[config.mk]
export PLATFORM = sky130hd
export DESIGN_NAME = bfe_front
export DESIGN_NICKNAME = d
export VERILOG_FILES = /design/src/bloom_filter_engine_assert.svh /design/src/bfe_pkg.sv /design/src/bfe_front.sv
export SDC_FILE = /design/constraint.sdc
export NUM_CORES = 1
export LEC_CHECK = 0
export ABC_CLOCK_PERIOD_IN_PS = 6200
export BUFFER_PORTS_ARGS = -buffer_cell sky130_fd_sc_hd__buf_2
export CAP_MARGIN = 20
export CORE_MARGIN = 5
export CORE_UTILIZATION = 51
export CTS_BUF_LIST = sky130_fd_sc_hd__clkbuf_8
export CTS_CLUSTER_SIZE = 25
export DETAILED_ROUTE_END_ITERATION = 7
export GPL_TIMING_DRIVEN = 0
export PLACE_DENSITY_LB_ADDON = 0.12
export SLEW_MARGIN = 20
export SYNTH_ARGS = -nofsm -noshare
export SYNTH_HDL_FRONTEND = slang
export SYNTH_SLANG_ARGS = --single-unit
export TNS_END_PERCENT = 100
[constraint.sdc]
create_clock -name clk -period 6.2 [get_ports clk]
set_input_delay 0 -clock clk [delete_from_list [all_inputs] [get_ports clk]]
set_output_delay 0 -clock clk [all_outputs]
set_load 0.02 [all_outputs]
[src/bloom_filter_engine_assert.svh]
// Assertion macros for the bloom filter engine.
// Each use names the clock and reset low of the file that includes it.
`ifndef BLOOM_FILTER_ENGINE_ASSERT_SVH
`define BLOOM_FILTER_ENGINE_ASSERT_SVH

// Same-cycle implication.
`define BFE_ASSERT_SAME(label, clk, rst_n, ante, cons) \
  label: assert property (@(posedge clk) disable iff (!rst_n) (ante) |-> (cons)) \
    else $error("bloom_filter_engine: same-cycle check failed");

// Next-cycle implication.
`define BFE_ASSERT_NEXT(label, clk, rst_n, ante, cons) \
  label: assert property (@(posedge clk) disable iff (!rst_n) (ante) |=> (cons)) \
    else $error("bloom_filter_engine: next-cycle check failed");

`endif

[src/bfe_pkg.sv]
package bfe_pkg;

  localparam int FILTER_BITS_DEF = 1024 * 1024;
  localparam int MAX_HASHES_DEF  = 16;
  localparam int KEY_W           = 64;
  localparam int WORD_W          = 64;
  localparam int CFG_W           = 5;

  localparam logic [CFG_W-1:0] NUM_HASHES_RST = 5'd3;

  localparam logic CMD_ADD   = 1'b0;
  localparam logic CMD_QUERY = 1'b1;

  typedef enum logic [1:0] {
    ST_CLEAR,
    ST_IDLE,
    ST_WB0,
    ST_WB1
  } bfe_state_t;

  // Control part of one queued operation.
  typedef struct packed {
    logic valid;
    logic cmd;
    logic two;   // probes reach into the following word
  } bfe_op_ctl_t;

  // Back-end status seen by the front end and the top level.
  typedef struct packed {
    logic clearing;
    logic busy;
  } bfe_status_t;

endpackage

[src/bfe_front.sv]
module bfe_front #(
  parameter int FILTER_BITS = bfe_pkg::FILTER_BITS_DEF,
  parameter int MAX_HASHES  = bfe_pkg::MAX_HASHES_DEF,
  localparam int DEPTH      = FILTER_BITS / bfe_pkg::WORD_W,
  localparam int WADDR_W    = (DEPTH > 1) ? $clog2(DEPTH) : 1
) (
  input  logic                                clk,
  input  logic                                rst_n,
  input  logic                                in_valid,
  output logic                                in_ready,
  input  logic                                in_cmd,
  input  logic [bfe_pkg::KEY_W-1:0]           in_key_hash,
  input  logic                                cfg_valid,
  output logic                                cfg_ready,
  input  logic [bfe_pkg::CFG_W-1:0]           cfg_num_hashes,
  input  bfe_pkg::bfe_status_t                stat,
  output bfe_pkg::bfe_op_ctl_t                op_ctl,
  input  logic                                op_ready,
  output logic [WADDR_W-1:0]                  op_addr0,
  output logic [WADDR_W-1:0]                  op_addr1,
  output logic [bfe_pkg::WORD_W-1:0]          op_mask0,
  output logic [bfe_pkg::WORD_W-1:0]          op_mask1
);
  import bfe_pkg::*;

  localparam int K_W = $clog2(MAX_HASHES + 1);

  logic [CFG_W-1:0]    num_hashes_r;
  logic [K_W-1:0]      k_sat;
  logic [WORD_W-1:0]   ones;
  logic [2*WORD_W-1:0] span;
  logic [WADDR_W-1:0]  addr0, addr1;
  logic [WORD_W-1:0]   mask0, mask1;
  logic                two;

  // two-entry queue
  logic                q_cmd_r   [2];
  logic                q_two_r   [2];
  logic [WADDR_W-1:0]  q_addr0_r [2];
  logic [WADDR_W-1:0]  q_addr1_r [2];
  logic [WORD_W-1:0]   q_mask0_r [2];
  logic [WORD_W-1:0]   q_mask1_r [2];
  logic                wr_ptr_r, rd_ptr_r;
  logic [1:0]          count_r, count_nxt;
  logic                push, pop;

  assign cfg_ready = 1'b1;

  always_ff @(posedge clk) begin
    if (!rst_n) begin
      num_hashes_r <= NUM_HASHES_RST;
    end else if (cfg_valid && cfg_ready) begin
      num_hashes_r <= cfg_num_hashes;
    end
  end

  // probe count, saturated
  always_comb begin
    if (int'(num_hashes_r) > MAX_HASHES) begin
      k_sat = K_W'(MAX_HASHES);
    end else begin
      k_sat = K_W'(num_hashes_r);
    end
  end

  // run of k ones, placed at the bit offset within the first word
  always_comb begin
    for (int i = 0; i < WORD_W; i++) begin
      ones[i] = (i < int'(k_sat));
    end
    span = {{WORD_W{1'b0}}, ones} << in_key_hash[5:0];
  end

  always_comb begin
    if (DEPTH == 1) begin
      addr0 = '0;
      addr1 = '0;
      mask0 = span[WORD_W-1:0] | span[2*WORD_W-1:WORD_W];
      mask1 = '0;
      two   = 1'b0;
    end else begin
      addr0 = WADDR_W'(in_key_hash >> 6);
      addr1 = WADDR_W'(addr0 + 1'b1);
      mask0 = span[WORD_W-1:0];
      mask1 = span[2*WORD_W-1:WORD_W];
      two   = |mask1;
    end
  end

  assign in_ready = !stat.clearing && (count_r != 2'd2);
  assign push     = in_valid && in_ready;
  assign pop      = op_ctl.valid && op_ready;

  always_comb begin
    count_nxt = count_r;
    if (push && !pop) begin
      count_nxt = count_r + 2'd1;
    end else if (pop && !push) begin
      count_nxt = count_r - 2'd1;
    end
  end

  always_ff @(posedge clk) begin
    if (!rst_n) begin
      count_r  <= '0;
      wr_ptr_r <= 1'b0;
      rd_ptr_r <= 1'b0;
    end else begin
      count_r <= count_nxt;
      if (push) begin
        wr_ptr_r <= !wr_ptr_r;
      end
      if (pop) begin
        rd_ptr_r <= !rd_ptr_r;
      end
    end
  end

  always_ff @(posedge clk) begin
    if (push) begin
      q_cmd_r[wr_ptr_r]   <= in_cmd;
      q_two_r[wr_ptr_r]   <= two;
      q_addr0_r[wr_ptr_r] <= addr0;
      q_addr1_r[wr_ptr_r] <= addr1;
      q_mask0_r[wr_ptr_r] <= mask0;
      q_mask1_r[wr_ptr_r] <= mask1;
    end
  end

  assign op_ctl.valid = (count_r != 2'd0);
  assign op_ctl.cmd   = q_cmd_r[rd_ptr_r];
  assign op_ctl.two   = q_two_r[rd_ptr_r];
  assign op_addr0     = q_addr0_r[rd_ptr_r];
  assign op_addr1     = q_addr1_r[rd_ptr_r];
  assign op_mask0     = q_mask0_r[rd_ptr_r];
  assign op_mask1     = q_mask1_r[rd_ptr_r];

endmodule

==> results.txt, run 1 <==
* Pin count of the biggest net entering global routing: 50
- Number of standard cells after synthesis: around 800
- H-tree level count: 2
- Dividing the detail-routed via count by the number of cells gives roughly 5.4.
* Post-CTS setup buffer count: 0
- Number of global-route vias before repair: between 7,000 and 8,000
* Hold Worst Slack: roughly 0.081 ns
- The final layout contains routed wiring with a total length of 27,900 µm.
* Routed length per instance: 19.7 µm
- Worst hold path type: input pin to flip-flop
- The number of clock buffers added by TritonCTS is 43.
- The hold violation count in the final report is 0.
- Worst Max-Slew Pin Slew: between 1 and 1.5 ns
- Maximum fanout along the worst path: 10
* CTS sink cnt: 258
- Area of the die: 25,600 µm²
- The synthesized design contains roughly 260 register bits.
- Routability-driven placement finished with a final weighted congestion of roughly 0.94.
- In the final layout, the share of cells above drive strength 1 is 0.371.
* IR Drop Worst-Case VDD: 0.223 mV
* Critical path class: flip-flop to flip-flop
* Number of distinct library cell variants in the gate-level netlist after synthesis: 69
* Number of detailed-route iterations in the first pass: 6
- Setup repair after global routing left no endpoint under its margin.
* Layout Area Growth over Synthesis: 23.9%
- In the global route stage, met1 resource usage came out at 0.281.
- Count of synthesis-stage warnings from yosys: 0
- Data arrival, critical path: 3.05 ns
* Net count reported at finish: approximately 1,200
* Placed cell area: 13,100 µm²
- Final worst-path cycle share: 0.452
* Area occupied by multi-input gates: between 3000 and 4000 µm²
- The smallest clock period supported by the final layout is computed as approximately 2.8 ns.
* Layer with the highest usage: met2
* Maximum root-to-sink buffer count: 3
* Top-Level Pins: ~240
- 0 antenna diodes ended up in the layout.
* Insertion delay of the later-clocked pin in the worst-skew pair: about 0.55 ns
* DIE WIDTH: about 160 µm
- The flow ran to the end, and the final reports show no timing, DRC or antenna violations.
- For this run, the leading register cell type out of synthesis is edfxtp_1.
- Static timing analysis puts the maximum clock frequency at roughly 0.36 GHz.
* Worst slew margin relative to its limit: 0.277
* Total placed cells including tap cells: between 1,000 and 1,500
- Commonest non-fill, non-tap cells in the layout: edfxtp_1 (248), buf_2 (175), mux2_2 (124)
* Die H: ~160 µm
- Required time worst endpoint: ~6.5 ns
- Total core area: between 20,000 and 25,000 µm²
- Reported max-cap violation count: 0
- The filler cells instantiated in the layout total roughly 1,700.
- Post-Synthesis Mean Instance Area: around 15 µm²
* Leak: around 5.4 nW
- GRT Util Overall: 0.215
* Total non-filler cell area in the finished layout: 14,200 µm²
- TritonCTS built the clock tree.
- Setup Total Neg Slack: 0 ns
- DRC: 0
- After synthesis, the share of flip-flops with an asynchronous set or reset is 0.
* Total overflow reported by the global router: 0
* DR vias: roughly 7,600
* Number of I/O port buffers: between 150 and 200
- Mapped Area: about 11,000 µm²
- PwrDens: ~350 nW/µm²
- First-pass GRT wire length: 43,200 µm
- Library cell used as clock root buffer: clkbuf_8
- Worst setup skew after layout: ~0.027 ns
* Kind of launch point of the worst setup path: flip-flop
- Detailed placement finished with a half-perimeter wire length of a little under 20,000 µm.
* Antenna-violating nets left: 0
- The final number of max-transition violations was 0.
- Number of enable-type register cells in the synthesized netlist: 248
- Initial cell density of the core: 0.512
- STA classifies the critical path endpoint as a flip-flop.
* Resized Gates After CTS: 0
* Final setup violation count: 0
- Initial antenna violation count: 0
- Of the synthesized area, sequential elements account for 0.665.
- For this run, global-route usage on met3 was measured as 0.0441.
- The initialized floorplan defines 55 standard-cell rows.
* Layout Utilization: 0.635
- Storage element area: about 7600 µm²
- Clock transition at the registers of the reported paths: 0.05 ns
- For this run, global-route usage on met2 was measured as 0.362.
- For this block, the initial DRC count from the detailed router was slightly above 500.
* Final Non-Filler Cells: approximately 1,400
- Most common library cell in the layout ignoring fill and taps: edfxtp_1
worst max-delay path: stages, from the launching register on:
cell,delay (ns)
dfxtp_1,0.31
buf_2,0.18
or3_4,0.45
o21ai_0,0.85
nor2_1,0.11
a221oi_1,0.49
nor2_1,0.14
synth_stat cells, types with 3 or more instances:
cell type  count  area (µm²)
edfxtp_1     248        7450
mux2_2       124        1400
nor2_1        58         218
buf_4         38         285
nand2_1       36         135
o22ai_1       26         163
o21ai_0       25         125
buf_2         19        95.1
clkbuf_1      19        71.3
a21oi_1       17        85.1
nand3_1       15        75.1
xnor2_1       13         114
dfxtp_1       10         200
inv_1         10        37.5
and3_1         8        50.1
and2_1         7        43.8
mux2i_1        6        60.1
nor2b_1        6        37.5
a211o_1        5        43.8
a31oi_1        5        31.3
buf_1          5        18.8
nor3_1         5        25.0
o211ai_1       5        37.5
o21a_1         5        37.5
o31ai_1        5        37.5
or2_2          5        31.3
a21o_1         4        30.0
o32ai_1        4        35.0
nand2b_1       3        18.8
xor2_1         3        26.3
registers in the layout (all words and copies together) (netlist names), named ones only:
signal and flops:
q_mask0_r 128, q_mask1_r 60, q_addr0_r 28, q_addr1_r 28, num_hashes_r 5, count_r 2, q_cmd_r 2, q_two_r 2
rd_ptr_r 1, wr_ptr_r 1
cell families (layout without fill, tap and decap cells):
| family | Yosys count | in the layout | synth area share |
|---|---|---|---|
| flip-flops | 258 | 258 | 0.665 |
| AND/OR/NAND/NOR | 154 | 154 | 0.0635 |
| AO/OA/AOI/OAI | 134 | 134 | 0.0841 |
| multiplexers | 130 | 130 | 0.127 |
| buffers and inverters | 93 | 371 | 0.0455 |
| XOR/XNOR | 16 | 16 | 0.0122 |
| adder cells (fa/ha/maj) | 2 | 2 | 0.00218 |
| other | 2 | 65 | 0.000653 |
power breakdown:
group,internal [mW],total [mW],switching (mW)
Clock,0.755,1.40,0.649
Combinational,0.591,1.50,0.904
Sequential,2.08,2.11,0.0343
layer usage:
layer  vias up  wire [µm]
li1       3551          -
met1      3685      11700
met2       298      13700
met3        70       1710
met4         0        822
met5         -          0
timing repair:
action | 4_1_cts | 5_1_grt
endpoints found under the hold margin | 69 | 0
hold buffers | 36 | 0
endpoints found under the setup margin | 0 | 0
through the flow:
stage / power [mW] / setup slack (ns)
2_1_floorplan: 3.15 / 1.47
3_3_place_gp: 3.61 / -0.205
3_5_place_dp: 3.63 / 3.45
4_1_cts: 5.07 / 3.41
5_1_grt: 5.24 / 3.30
6_report: 5.01 / 3.40
layout make-up:
type | count | share of cell area
buffer | 82 | 0.0338
clock buffer | 45 | 0.0435
clock inverter | 33 | 0.0132
inverter | 11 | 0.00290
multi-input combinational | 501 | 0.251
sequential | 258 | 0.537
tap | 285 | 0.0250
timing repair buffer | 200 | 0.0940
path summary, 6_finish.rpt:
kind | endpoint | start | slack, ns | cells after the start
setup / recovery | q_mask0_r[0][17] | num_hashes_r[4] | 3.40 | 6
hold / removal | q_mask1_r[0][4] | in_key_hash[3] | 0.08 | 4
setup reg to reg | q_mask0_r[0][17] | num_hashes_r[4] | 3.40 | 6
hold reg to reg | count_r[1] | count_r[1] | 0.51 | 2
Note: power is estimated with default switching activity, not from simulation.
==> run 2, diff against run 1 <==
--- a/config.mk
+++ b/config.mk
@@ -5,11 +5,11 @@
 export SDC_FILE = /design/constraint.sdc
 export NUM_CORES = 1
 export LEC_CHECK = 0
-export ABC_CLOCK_PERIOD_IN_PS = 6200
+export ABC_CLOCK_PERIOD_IN_PS = 2600
 export BUFFER_PORTS_ARGS = -buffer_cell sky130_fd_sc_hd__buf_2
 export CAP_MARGIN = 20
 export CORE_MARGIN = 5
-export CORE_UTILIZATION = 51
+export CORE_UTILIZATION = 55
 export CTS_BUF_LIST = sky130_fd_sc_hd__clkbuf_8
 export CTS_CLUSTER_SIZE = 25
 export DETAILED_ROUTE_END_ITERATION = 7
==> constraint.sdc (replaced) <==
create_clock -name clk -period 2.6 [get_ports clk]
set_input_delay 0 -clock clk [delete_from_list [all_inputs] [get_ports clk]]
set_output_delay 0 -clock clk [all_outputs]
set_load 0.02 [all_outputs]
==> run 2 against run 1 <==
Effect of this change: clock skew is 0.0041 ns lower; clock power is 120% higher; global-route usage is 1.0 points higher; hold slack worse by 0.065 ns; final cell count down 2.0%; flip-flop and latch count unchanged; largest power group unchanged; register-to-register slack lost 3.4 ns; wire length fell by 1.7%; first-iteration DRC count down 5.1%; sequential share of layout area is 0.39 points higher; via count shrank 0.12%; die area fell by 6.8%.
==> results.txt, run 2 (same netlist as run 1, synthesis figures left out) <==
- Worst setup startpoint: num_hashes_r[4] (unchanged)
* Area of the die: 23,900 µm² (was 25,600 µm²)
- The number of iterations in the first detailed-routing pass was 7 (was 6).
- PwrDens: 827 nW/µm² (was 352 nW/µm²)
- The top-level port count came to 238 (unchanged).
- Initial cell density of the core: 0.563 (was 0.512)
- Commonest non-fill, non-tap cells in the layout: edfxtp_1 (248), buf_2 (175), mux2_2 (124) (unchanged)
* Insertion delay of the later-clocked pin in the worst-skew pair: 0.54 ns (was 0.55 ns)
- Total core area: 20,400 µm² (was 22,400 µm²)
* Initial antenna violation count: 0 (unchanged)
- Number of I/O port buffers: 156 (unchanged)
- Net count reported at finish: 1,171 (was 1,176)
- The worst clock skew on the final layout is 0.0230 ns (was 0.0271 ns).
- The final hold slack is 0.0155 ns (was 0.0808 ns).
* Library cell used as clock root buffer: clkbuf_8 (unchanged)
- The category of the worst setup path capture point is a flip-flop (unchanged).
* Pin count of the biggest net entering global routing: 54 (was 50)
- The clock tree from TritonCTS is built (unchanged).
* Share of final-layout standard cells stronger than drive strength 1: 0.379 (was 0.371)
- Reported max-cap violation count: 0 (unchanged)
- Required time worst endpoint: 2.78 ns (was 6.45 ns)
* Final worst-path cycle share: 0.999 (was 0.452)
* Post-CTS setup buffer count: 0 (unchanged)
- Largest register FFs: 128 (unchanged)
- The setup violation total in the final timing report was 0 (unchanged).
- DRC: 0 (unchanged)
- The worst setup slack before clock tree synthesis is -0.167 ns (was 3.45 ns).
- Setup slack of the critical path after layout: 0.00178 ns (was 3.40 ns)
- The register name with the most flops is q_mask0_r (unchanged).
- The remaining max-slew budget at the tightest pin was 0.350 (was 0.277).
* Maximum fanout along the worst path: 5 (was 10)
- DR vias: 7,595 (was 7,604)
* Worst hold start: stat[1] (was in_key_hash[3])
- Slew Limit Fails: 0 (unchanged)
* Number of diodes added for antenna fixing: 0 (unchanged)
* Fmax: 0.385 GHz (was 0.357 GHz)
- Outcome: completed (unchanged)
* Antenna-violating nets left: 0 (unchanged)
* Detailed router's first-iteration violation count: 479 (was 505)
* Data arrival, critical path: 2.77 ns (was 3.05 ns)
* Routed length per instance: 19.8 µm (was 19.7 µm)
- Routability cong.: 0.946 (was 0.939)
* Most common library cell in the layout ignoring fill and taps: edfxtp_1 (unchanged)
- Layout Area Growth over Synthesis: 23.1% (was 23.9%)
* Number of cell rows: 52 (was 55)
- The sort of element at the start of the critical path is a flip-flop (unchanged).
* Leak: 5.36 nW (was 5.42 nW)
- CTS sink cnt: 258 (unchanged)
- Total overflow reported by the global router: 0 (unchanged)
* Total clock buffers created by CTS: 42 (was 43)
- Vias per cell: 5.48 (was 5.37)
- The final critical path time including I/O delays and setup is 2.60 ns (was 2.80 ns).
- Unrepaired setup endpoints after global routing: false (unchanged)
* Final hold vios: 0 (unchanged)
* Detail Placement HPWL: 19,100 µm (was 19,200 µm)
- R2r startpoint: num_hashes_r[4] (unchanged)
- DIE WIDTH: 155 µm (was 160 µm)
* Number of global-route vias before repair: 7,670 (was 7,872)
- Biggest regs: q_mask0_r: 128 flops, q_mask1_r: 60 flops (unchanged)
- The type of the worst min-delay path was input pin to flip-flop (unchanged).
* Maximum root-to-sink buffer count: 3 (unchanged)
* Total detailed-routing wirelength: 27,400 µm (was 27,900 µm)
- The actual transition at the worst max-transition pin was 0.965 ns (was 1.07 ns).
* H-tree level count: 2 (unchanged)
- The global-route wire length before repair is 42,200 µm (was 43,200 µm).
- The CTS clock-pin slew for the worst setup and hold paths is 0.06 ns (was 0.05 ns).
* GRT Util Overall: 0.225 (was 0.215)
- The critical path class is flip-flop to flip-flop (unchanged).
- The die extent in y is 155 µm (was 160 µm).
- IR Drop Worst-Case VDD: 0.585 mV (was 0.223 mV)
run 2: metal layers:
| layer | share of wire | routed length [µm] | vias to the layer above | global-route usage |
|---|---|---|---|---|
| li1 | - | - | 3527 | - |
| met1 | 0.41 | 11200 | 3670 | 0.298 |
| met2 | 0.49 | 13500 | 327 | 0.375 |
| met3 | 0.072 | 1970 | 71 | 0.0464 |
| met4 | 0.028 | 770 | 0 | 0.0782 |
| met5 | 0 | 0 | - | 0 |
run 2: per-stage QoR:
stage               setup TNS [ns]  power [mW]   util  cell area (µm²)  instances
floorplan                   -57.32        7.51      -            11800        852
global placement           -265.09        8.59  0.630            12900       1278
detailed placement           -1.04        8.66  0.639            13000       1285
CTS                              0        11.8  0.691            14100       1388
global route                     0        12.2  0.692            14100       1387
finish                           0        11.7  0.692            14100       1387
run 2: critical path, stage by stage, from the launching register on:
cell and delay, ns:
dfxtp_1 0.32, or4_4 0.58, o221a_2 0.16, o21ai_0 0.75, o221ai_1 0.42
run 2: where the power goes:
group	total (mW)	switching, mW	internal (mW)
registers	5.06	0.107	4.95
clock network	3.10	1.47	1.62
logic	3.54	2.15	1.39
total	11.7	3.73	7.97
run 2: worst paths after layout:
path | end | depth (start not counted) | slack (ns)
worst max-delay path | q_mask0_r[1][24] | 4 | 0.002
worst max register to register | q_mask0_r[1][24] | 4 | 0.002
worst min register to register | count_r[1] | 2 | 0.57
worst min-delay path | q_mask0_r[0][20] | 4 | 0.02
run 2: layout make-up:
| type | count | area [µm²] |
|---|---|---|
| repair buffers | 197 | 1290 |
| well taps | 270 | 338 |
| plain buffers | 81 | 479 |
| clock buffers | 43 | 592 |
| clock inverters | 26 | 136 |
| fillers | 1476 | 6280 |
| inverters | 11 | 41.3 |
| multi-input cells | 501 | 3620 |
| flip-flops and latches | 258 | 7650 |
run 2: what timing repair did:
action                                  CTS  global route
endpoints found under the setup margin   70            58
gates resized for setup                   2             6
endpoints found under the hold margin    68             0
pin swaps                                 0             0
hold buffers                             34             0
==> run 3, diff against run 2 <==
--- a/config.mk
+++ b/config.mk
@@ -10,7 +10,7 @@
 export CAP_MARGIN = 20
 export CORE_MARGIN = 5
 export CORE_UTILIZATION = 55
-export CTS_BUF_LIST = sky130_fd_sc_hd__clkbuf_8
+export CTS_BUF_LIST = sky130_fd_sc_hd__clkbuf_2 sky130_fd_sc_hd__clkbuf_4 sky130_fd_sc_hd__clkbuf_8
 export CTS_CLUSTER_SIZE = 25
 export DETAILED_ROUTE_END_ITERATION = 7
 export GPL_TIMING_DRIVEN = 0
==> run 3 against run 2 <==
Effect of this change: design area grew 0.31%; setup slack lost 0.0033 ns; hold slack gained 0.0058 ns; non-clock buffer count is the same; highest routed layer unchanged; first-iteration DRC count grew 15%; largest cell class unchanged; utilization grew 0.21 points; sequential power is essentially flat; wire length shrank 0.59%; via count shrank 0.87%; the flow now finishes with violations (setup timing); die area is the same; global-route usage is essentially flat; count of clock-buffer cells in the layout grew 14.
==> results.txt, run 3 (same netlist as run 1, synthesis figures left out) <==
- The number of rows created at floorplan came to 52 (unchanged).
- The global-route wire length before repair came to 42,100 µm (was 42,200 µm).
- Kind of launch point of the worst setup path: flip-flop (unchanged)
* Worst hold path type: input pin to flip-flop (unchanged)
- Data arrival, critical path: 2.83 ns (was 2.77 ns)
- The worst clock skew on the final layout came to 0.0211 ns (was 0.0230 ns).
- The average wire per cell in the routed design was 19.7 µm (was 19.8 µm).
- Clock transition at the registers of the reported paths: 0.06 ns (about the same)
- Top-Level Pins: 238 (unchanged)
* Worst hold start: stat[1] (unchanged)
- Fmax: 0.384 GHz (was 0.385 GHz)
- Largest register FFs: 128 (unchanged)
- The setup slack on the worst flop-to-flop path is -0.002 ns (was 0.002 ns).
- DR vias: 7,529 (was 7,595)
* Critical path class: flip-flop to flip-flop (unchanged)
- The endpoint of the worst-slack reg-to-reg timing path is q_mask0_r[1][58] (was q_mask0_r[1][24]).
* Final Non-Filler Cells: 1,387 (unchanged)
* Total detailed-routing wirelength: 27,300 µm (was 27,400 µm)
- The remaining max-slew budget at the tightest pin is 0.362 (was 0.350).
- Outcome: finished with violations (was completed)
- The switching power is 3.71 mW (was 3.73 mW).
- Required time worst endpoint: 2.83 ns (was 2.78 ns)
- PwrDens: 838 nW/µm² (was 827 nW/µm²)
* Number of diodes added for antenna fixing: 0 (unchanged)
- Share of power burned in combinational logic: 0.297 (was 0.303)
* Slew Limit Fails: 0 (unchanged)
* Library cell used as clock root buffer: clkbuf_8 (unchanged)
- The clock buffer count from CTS is 42 (unchanged).
- Layout Utilization: 0.695 (was 0.692)
- The actual transition at the worst max-transition pin is 0.949 ns (was 0.965 ns).
- DRC: 0 (unchanged)
* Setup WS pre-CTS: -0.167 ns (unchanged)
* R2r startpoint: num_hashes_r[4] (unchanged)
- The via count of the first global-routing pass came to 7,663 (was 7,670).
- Number of detailed-route iterations in the first pass: 5 (was 7)
- The final reports fail on setup timing.
- The die extent in y came to 155 µm (unchanged).
- IR Drop Worst-Case VDD: 0.585 mV (about the same)
- The cell-internal power came to 8.17 mW (was 7.97 mW).
- The total global-route track usage was 0.225 (about the same).
- Commonest non-fill, non-tap cells in the layout: edfxtp_1 (248), buf_2 (175), mux2_2 (124) (unchanged)
- Vias per cell: 5.43 (was 5.48)
* Detail Placement HPWL: 19,100 µm (unchanged)
- The clock network fraction of design power was 0.277 (was 0.265).
* Biggest regs: q_mask0_r: 128 flops, q_mask1_r: 60 flops (unchanged)
* Total core area: 20,400 µm² (unchanged)
* Hold Worst Slack: 0.0213 ns (was 0.0155 ns)
- Final min period: 2.60 ns (about the same)
- The most common library cell in the layout ignoring fill and taps is edfxtp_1 (unchanged).
* TritonCTS clock tree: built (unchanged)
- Setup slack of the critical path after layout: -0.00153 ns (was 0.00178 ns)
- The total negative slack is -0.00296 ns (was 0 ns).
- The hold-critical path depth is 4 (unchanged).
* DIE WIDTH: 155 µm (unchanged)
* Placed cell area: 13,000 µm² (unchanged)
- Area of the die: 23,900 µm² (unchanged)
- The depth of the worst register-to-register path was 6 (was 4).
- The iteration-0 DRC count of the detailed router came to 549 (was 479).
- Initial cell density of the core: 0.563 (unchanged)
* Final setup violation count: 2 (was 0)
- The later-pin clock latency in the skew report is 0.53 ns (was 0.54 ns).
* Total placed cells including tap cells: 1,285 (unchanged)
* Net count reported at finish: 1,171 (unchanged)
- The fraction of layout cells with a size suffix above 1 is 0.391 (was 0.379).
- The number of max-cap violations is 0 (unchanged).
- Maximum root-to-sink buffer count: 3 (unchanged)
* Leak: 5.35 nW (was 5.36 nW)
* Largest reg by FF count: q_mask0_r (unchanged)
* Initial antenna violation count: 0 (unchanged)
- The sequential share of power was 0.426 (was 0.433).
* H-tree level count: 2 (unchanged)
- The proportion of total power due to net switching came to 0.312 (was 0.318).
- Unrepaired setup endpoints after global routing: true (was false)
* Final hold vios: 0 (unchanged)
- The number of buffers inserted to repair setup after CTS came to 0 (unchanged).
- The post-route antenna net violation count is 0 (unchanged).
- Number of I/O port buffers: 156 (unchanged)
- CTS sink cnt: 258 (unchanged)
* Nature of the critical path endpoint: flip-flop (unchanged)
- Endpoint of the worst hold-timing path: q_mask0_r[0][20] (unchanged)
- Total non-filler cell area in the finished layout: 14,200 µm² (was 14,100 µm²)
- The maximum number of pins on one net before global-route repair came to 54 (unchanged).
- The synthesis-to-layout area growth came to 23.4% (was 23.1%).
- Final worst-path cycle share: 1.00 (was 0.999)
- The largest fanout on the critical path came to 10 (was 5).
- The post-layout total power came to 11.9 mW (was 11.7 mW).
* Routability cong.: 0.946 (unchanged)
* Total overflow reported by the global router: 0 (unchanged)
run 3: cell types whose count changed in the layout (fill, tap and decap cells not counted):
cell,delta
o31ai_2,+1
o31ai_4,-1
inv_1,-14
clkbuf_4,+14
run 3: power by group through the flow:
stage          sequential, mW  combinational (mW)  clock [mW]
2_1_floorplan            5.12                2.39           0
3_3_place_gp             5.15                3.44           0
3_5_place_dp             5.13                3.53           0
4_1_cts                  5.05                3.59        3.38
5_1_grt                  5.09                3.75        3.60
6_report                 5.06                3.53        3.29
run 3: layer usage:
| layer | GRT usage | part of all wire | up-vias |
|---|---|---|---|
| li1 | - | - | 3538 |
| met1 | 0.297 | 0.41 | 3631 |
| met2 | 0.376 | 0.49 | 298 |
| met3 | 0.0464 | 0.070 | 62 |
| met4 | 0.0774 | 0.029 | 0 |
| met5 | 0 | 0 | - |
run 3: timing repair:
item,CTS,global route
endpoints found under the setup margin,70,52
endpoints found under the hold margin,68,0
resized for setup,2,5
hold buffers,34,0
run 3: layout make-up:
type	count	area [µm²]
Clock inverter	12	83.8
Sequential cell	258	7650
Clock buffer	57	697
Multi-Input combinational cell	501	3610
Timing Repair Buffer	197	1290
Buffer	81	479
Fill cell	1471	6240
Tap cell	270	338
Inverter	11	41.3
run 3: worst max-delay path, cell delays in order (launching register included):
cell	delay, ns
dfxtp_1	0.32
buf_2	0.19
or3_4	0.45
o31ai_2	0.73
nand2_1	0.11
o21ai_1	0.30
o22ai_1	0.20
run 3: worst max path at each step:
stage,start,endpoint,slack (ns),depth (start not counted)
after detailed placement,num_hashes_r[4],q_mask0_r[1][49],-0.17,6
after global placement,count_r[0],q_addr1_r[0][6],-1.36,4
after CTS,num_hashes_r[4],q_mask0_r[1][58],0.01,6
after floorplan,count_r[0],q_addr0_r[0][0],-0.41,4
final,num_hashes_r[4],q_mask0_r[1][58],-0.002,6
after global routing,num_hashes_r[4],q_mask0_r[1][58],-0.001,6
